$ cat src/rtl/tss_pkg.sv
// ----------------------------------------------------------------------------
// tss_pkg
// shared widths and constants of the trip speed statistics unit
// ----------------------------------------------------------------------------
package tss_pkg;

    localparam int SPEED_W = 12;   // speed in 1/16 km/h
    localparam int DIST_W  = 48;   // distance accumulator
    localparam int MOVE_W  = 32;   // moving seconds counter
    localparam int FILL_W  = 10;   // reported fill count
    localparam int QCNT_W  = 4;    // divider step counter, one step per quotient bit

    localparam logic [SPEED_W-1:0] THRESH_RESET = 12'd32;   // 2.0 km/h

    typedef logic [SPEED_W-1:0] t_speed;

endpackage

$ cat src/rtl/tss_divider.sv
// ----------------------------------------------------------------------------
// tss_divider
// restoring divider, one quotient bit per cycle, quotient fits in a speed
// ----------------------------------------------------------------------------
module tss_divider #(
    parameter int DIVISOR_W = 10
) (
    input  logic                                    i_clk,
    input  logic                                    i_rst_n,
    input  logic                                    i_start,
    input  logic [DIVISOR_W+tss_pkg::SPEED_W-1:0]   i_dividend,
    input  logic [DIVISOR_W-1:0]                    i_divisor,
    output logic                                    o_done,
    output tss_pkg::t_speed                         o_quotient
);

    localparam int W = DIVISOR_W + tss_pkg::SPEED_W;

    logic                        r_busy;
    logic                        r_done;
    logic [tss_pkg::QCNT_W-1:0]  r_cnt;
    logic [W-1:0]                r_rem;
    logic [W-1:0]                r_dsh;
    tss_pkg::t_speed             r_q;
    logic                        fits;

    // dividend is below divisor << SPEED_W, so SPEED_W steps are enough
    assign fits = (r_rem >= r_dsh);

    always_ff @(posedge i_clk) begin
        if (!i_rst_n) begin
            r_busy <= 1'b0;
            r_done <= 1'b0;
            r_cnt  <= '0;
        end else begin
            r_done <= 1'b0;
            if (i_start) begin
                r_busy <= 1'b1;
                r_cnt  <= tss_pkg::QCNT_W'(tss_pkg::SPEED_W - 1);
            end else if (r_busy) begin
                if (r_cnt == '0) begin
                    r_busy <= 1'b0;
                    r_done <= 1'b1;
                end else begin
                    r_cnt <= r_cnt - 1'b1;
                end
            end
        end
    end

    always_ff @(posedge i_clk) begin
        if (i_start) begin
            r_rem <= i_dividend;
            r_dsh <= W'(i_divisor) << (tss_pkg::SPEED_W - 1);
            r_q   <= '0;
        end else if (r_busy) begin
            if (fits) begin
                r_rem <= r_rem - r_dsh;
            end
            r_dsh <= r_dsh >> 1;
            r_q   <= {r_q[tss_pkg::SPEED_W-2:0], fits};
        end
    end

    assign o_done     = r_done;
    assign o_quotient = r_q;

endmodule

$ cat config.mk
export PLATFORM = sky130hd
export DESIGN_NAME = tss_divider
export DESIGN_NICKNAME = d
export VERILOG_FILES = /design/src/rtl/tss_pkg.sv /design/src/rtl/tss_divider.sv
export SDC_FILE = /design/constraint.sdc
export NUM_CORES = 1
export LEC_CHECK = 0
export ABC_AREA = 1
export BUFFER_PORTS_ARGS = -buffer_cell sky130_fd_sc_hd__buf_2
export CAP_MARGIN = 10
export CORE_ASPECT_RATIO = 2
export CORE_MARGIN = 2
export CORE_UTILIZATION = 30
export DETAILED_ROUTE_END_ITERATION = 8
export GPL_ROUTABILITY_DRIVEN = 0
export GPL_TIMING_DRIVEN = 0
export HOLD_SLACK_MARGIN = 0.06
export PLACE_DENSITY = 0.51
export SLEW_MARGIN = 30
export SYNTH_ARGS = -nofsm -noshare
export SYNTH_HDL_FRONTEND = slang
export SYNTH_SLANG_ARGS = --single-unit
export TNS_END_PERCENT = 100
$ cat constraint.sdc
create_clock -name i_clk -period 3.2 [get_ports i_clk]
set_input_delay 0.16 -clock i_clk [delete_from_list [all_inputs] [get_ports i_clk]]
set_output_delay 0.16 -clock i_clk [all_outputs]
set_load 0.01 [all_outputs]
== Word level (Yosys, flattened, before mapping) ==
Index checks and enable logic that the tools add are counted.

* Input port bits: 35
* Output and inout port bits: 13
* Word-level logic and storage cells: 35
* Flip-flop bits (word level): 61

* Order comparisons: 1
* Bitwise logic cells: 3
* Reduce and logical (&&, ||, !) cells: 8
* Add/sub/neg operators: 2
* Multiplexer cells: 12
* Equality and inequality tests: 1

{| class="wikitable"
|+ Operators by type and width
! operator !! number
|-
| $mux 22 || 3
|-
| $mux 21 || 2
|-
| $ge 22x21->1 || 1
|-
| $sub 22x21->22 || 1
|-
| $mux 4 || 3
|-
| $reduce_and 2->1 || 3
|-
| $logic_not 4->1 || 1
|-
| $mux 1 || 4
|-
| $reduce_bool 2->1 || 2
|-
| $sub 4x1->4 const B || 1
|-
| $not 1->1 || 3
|-
| $reduce_or 3->1 || 1
|-
| $ne 2x2->1 const B || 1
|-
| $reduce_or 2->1 || 1
|}

== Depth between registers and ports, before layout ==
* Word-level depth: 4
* Mapped depth: 14
* Depth with buffers taken out: 14

== Worst setup path after synthesis ==
No wires, ideal clock.

* Path kind: register -> register
* From: reg r_rem[0]
* To: reg r_rem[0], enable pin
* Cell stages (with the launch flop): 13
* Setup slack: 0.750 ns
* Path buffers: 0
* Library setup time: 0.379 ns
* Data arrival time: 2.071 ns
* Clock period less this slack: 2.450 ns
* Cells stage by stage: edfxtp_1 > inv_1 > ha_1 > fa_1 > o21ai_4 > nand2_2 > nand2_2 > nand2_2 > nand2_2 > nand2_1 > nand2_1 > nand2_1 > nand2_1

* Word-level cells in the longest chain between the ends: 3

{| class="wikitable"
|+ Ends and longest elaborated chain
! what !! RTL line !! source
|-
| from (decl) || tss_divider.sv:22 || <nowiki>logic [W-1:0] r_rem;</nowiki>
|-
| from (signal assigned) || tss_divider.sv:53 || <nowiki>r_rem <= i_dividend;</nowiki>
|-
| from (signal assigned) || tss_divider.sv:58 || <nowiki>r_rem <= r_rem - r_dsh;</nowiki>
|-
| $ge 22x21->1 || tss_divider.sv:28 || <nowiki>assign fits = (r_rem >= r_dsh);</nowiki>
|-
| $reduce_bool 2->1 (no line) || - ||
|-
| $reduce_and 2->1 (no line) || - ||
|}

Every way passes these cells.
A chain may end at the register's enable or synchronous reset.

== Worst setup path in the final report ==
* From: reg r_rem[0]
* To: reg r_rem[7], enable pin

The elaborated chain is that of the path after synthesis.

==> impl_metrics.yaml <==
logic_synthesis:
  avgSynthCellArea_um2: 7.017
  synth_cells: 556
  synth_top_family_by_area: "simple AND/OR/NAND/NOR gates"
  synth_mux_area_frac: 0
  synth-adder-area-share: 0.07890
  synth-compound-area-share: 0.08980
  ys_warn_count: 0
  synth_edf_count: 32
  yosys.area_share.simple: 0.3111
  ys_async_sr_fraction: 0
  synth_fp_nets: 615
  syn_area_mm2: 0.003901
  synth_xor_area_frac: 0.01123
  synthDistinctLibCells: 32
  ys_ff_latch: 61
  ys_seq_area_frac: 0.3951
  ys.flop_type: "edfxtp_1"
final_layout:
  antennaDiodeCount: 0
  final_nets: 672
  drive_above_1_share: 0.1359
  final_common_cell: "nand2_1"
  synthToLayoutAreaGrowth_pct: 18.18
  nFillCells: 1417
  most-common-layout-cells: "nand2_1, inv_1, buf_2"
global_route:
  grt_max_degree: 23
  grt_pass1_wl_um: 17510
  antenna_found_initial: 0
  grt_pass1_vias: 3624
  gr-usage-all-layers: 0.1602
  overflow: 0
setup_path:
  worstSetupStartpointType: "register"
  slowest_delay_ps: 460
  critPathTopFamily: "simple AND/OR/NAND/NOR gates"
  required_ps: 3160
  cpMaxStageDelayCell: "nand2_2"
  crit_chain: "inv_1 -> ha_1 -> fa_1 -> o21ai_4 -> nand2_2 -> nand2_2 -> nand2_2 -> nand2_2 -> nand2_1 -> nand2_1 -> nand2_1 -> nand2_2"
  worst-path-buf-inv: 1
  critPathMostFrequentCell: "nand2_2"
  cp.depth: 12
  cp_max_fo: 22
  r2r_end: "r_rem[7]"
  crit_path_start: "r_rem[0]"
  cp-end-kind: "register"
  cp.arrival_ps: 2600
  rrSetupSlack_ps: 560
  rr_startpoint: "r_rem[0]"
  cp-endpoint: "r_rem[7]"
  path_class: "register to register"
  r2r_cells: 12
clocking:
  cts.sinks: 61
  cts_tree: "done"
  root_buffer: "clkbuf_16"
  cts_resized: 0
  ctsHtreeMaxLevel: 3
  clkTransAtPathRegs_ps: 50
  post_cts_buffers: 0
  holdBufCountCts: 0
  numCtsBuffers: 9
  clk_latency_ps: 330
  cts_buffer_depth: 2
floorplanning:
  ioPinCount: 48
  coreArea_mm2: 0.01284
  initial_utilization: 0.3037
  dieArea_mm2: 0.01399
  die_h_um: 165.3
  die_width_um: 84.64
  rows: 59
sta:
  finalHoldViolCount: 0
  hold_ws_ps: 86.45
  finalCriticalPeriod_ps: 2641
  finalSetupViolCount: 0
  fmax_mhz: 378.7
  fin_skew_ps: 8.723
  worstMarginPinSlew_ps: 666.0
  setup_slack_ps: 559.4
  grt_setup_unrepaired: "false"
  relSlewSlack: 0.5560
  finalCritPeriodShare: 0.8252
  slew_viol_final: 0
  setup_tns_ps: 0
route:
  via_count: 3490
  first_pass_iters: 4
  drt-total-wl_um: 10590
  ant_nets: 0
  first_iter_violations: 188
  viasPerCell: 4.532
  routedWlPerCell_um: 13.75
  drc: 0
place:
  dp_hpwl_um: 8395
  dp_slack_ps: 545.8
  portBuffers: 46
outcome:
  run_status: "completed"
power_and_ir_drop:
  p_total_mw: 2.815
  ir_drop_v: 0.0003063
  power_density_mw_per_mm2: 610.6
  leakage_nw: 2.292
run:
  drv_cap: 0
worst_hold_path:
  hp-class: "input port to register"
synthesized netlist by cell type (all sizes together), types with 2 or more instances:
| cell | count | area share |
|---|---|---|
| dfxtp | 29 | 0.15 |
| o21ai | 23 | 0.032 |
| edfxtp | 32 | 0.25 |
| buf | 3 | 0.0032 |
| clkbuf | 8 | 0.0077 |
| inv | 106 | 0.10 |
| a21oi | 17 | 0.023 |
| o22ai | 19 | 0.030 |
| nand3 | 34 | 0.044 |
| xnor2 | 3 | 0.0067 |
| nand2 | 200 | 0.20 |
| nor4 | 2 | 0.0032 |
| ha | 23 | 0.074 |
| nand3b | 7 | 0.013 |
| or2 | 4 | 0.0064 |
| nand4 | 5 | 0.0080 |
| nor2 | 33 | 0.034 |
| xor2 | 2 | 0.0045 |
power breakdown:
group	internal, mW	leakage, nW	switching, mW
Clock	0.567	0.147	0.358
Sequential	0.927	0.562	0.0324
Combinational	0.325	1.58	0.607
Total	1.82	2.29	0.997
how the worst min path moves through the flow:
stage / startpoint / endpoint / cells past startpoint
finish: i_rst_n / r_cnt[1] / 3
CTS: i_rst_n / r_cnt[1] / 3
floorplan: i_rst_n / r_cnt[1] / 2
global placement: i_divisor[9] / r_dsh[20] / 3
global route: i_rst_n / r_cnt[1] / 3
detailed placement: i_rst_n / r_cnt[1] / 3
worst reg2reg max path: cells and delay by family, from the launching register on:
family	cells	cell delay, ps
AND/OR/NAND/NOR	8	990
adder cells (fa/ha/maj)	2	680
flip-flops	1	320
AO/OA/AOI/OAI	1	240
buffers and inverters	1	50
per-stage QoR:
step                      area [um2]  std cells  utilization
after floorplan                 3901        556            -
after global placement          4322        754       0.3365
after detailed placement        4324        754       0.3366
after CTS                       4609        770       0.3589
after global routing            4611        770       0.3590
final                           4611        770       0.3590
metal layers:
layer / global-route usage / part of all wire
met5: 0 / 0
met4: 0.06494 / 0.025
met3: 0.02684 / 0.032
met2: 0.2835 / 0.51
met1: 0.1907 / 0.44
area by class of cell:
class                           instances  area [um2]  share of cell area
Buffer                                 11       43.79            0.009498
Clock buffer                           10       250.2             0.05427
Clock inverter                          6       35.03            0.007598
Inverter                              107       401.6             0.08711
Multi-Input combinational cell        377        1918              0.4160
Sequential cell                        61        1541              0.3343
Tap cell                              152       190.2             0.04125
Timing Repair Buffer                   46       230.2             0.04993
cells by family (layout without fill, tap and decap cells):
family / Yosys count / count (layout)
simple gates: 287 / 287
compound gates: 61 / 61
fa+ha+maj: 24 / 24
flops: 61 / 61
buf+inv: 118 / 180
xor+xnor: 5 / 5
sequential cells by signal, indices dropped and copies added (netlist names):
name	cells
r_rem	22
r_dsh	21
o_quotient	12
r_cnt	4
o_done	1
r_busy	1
Note: power is estimated with default switching activity, not from simulation.
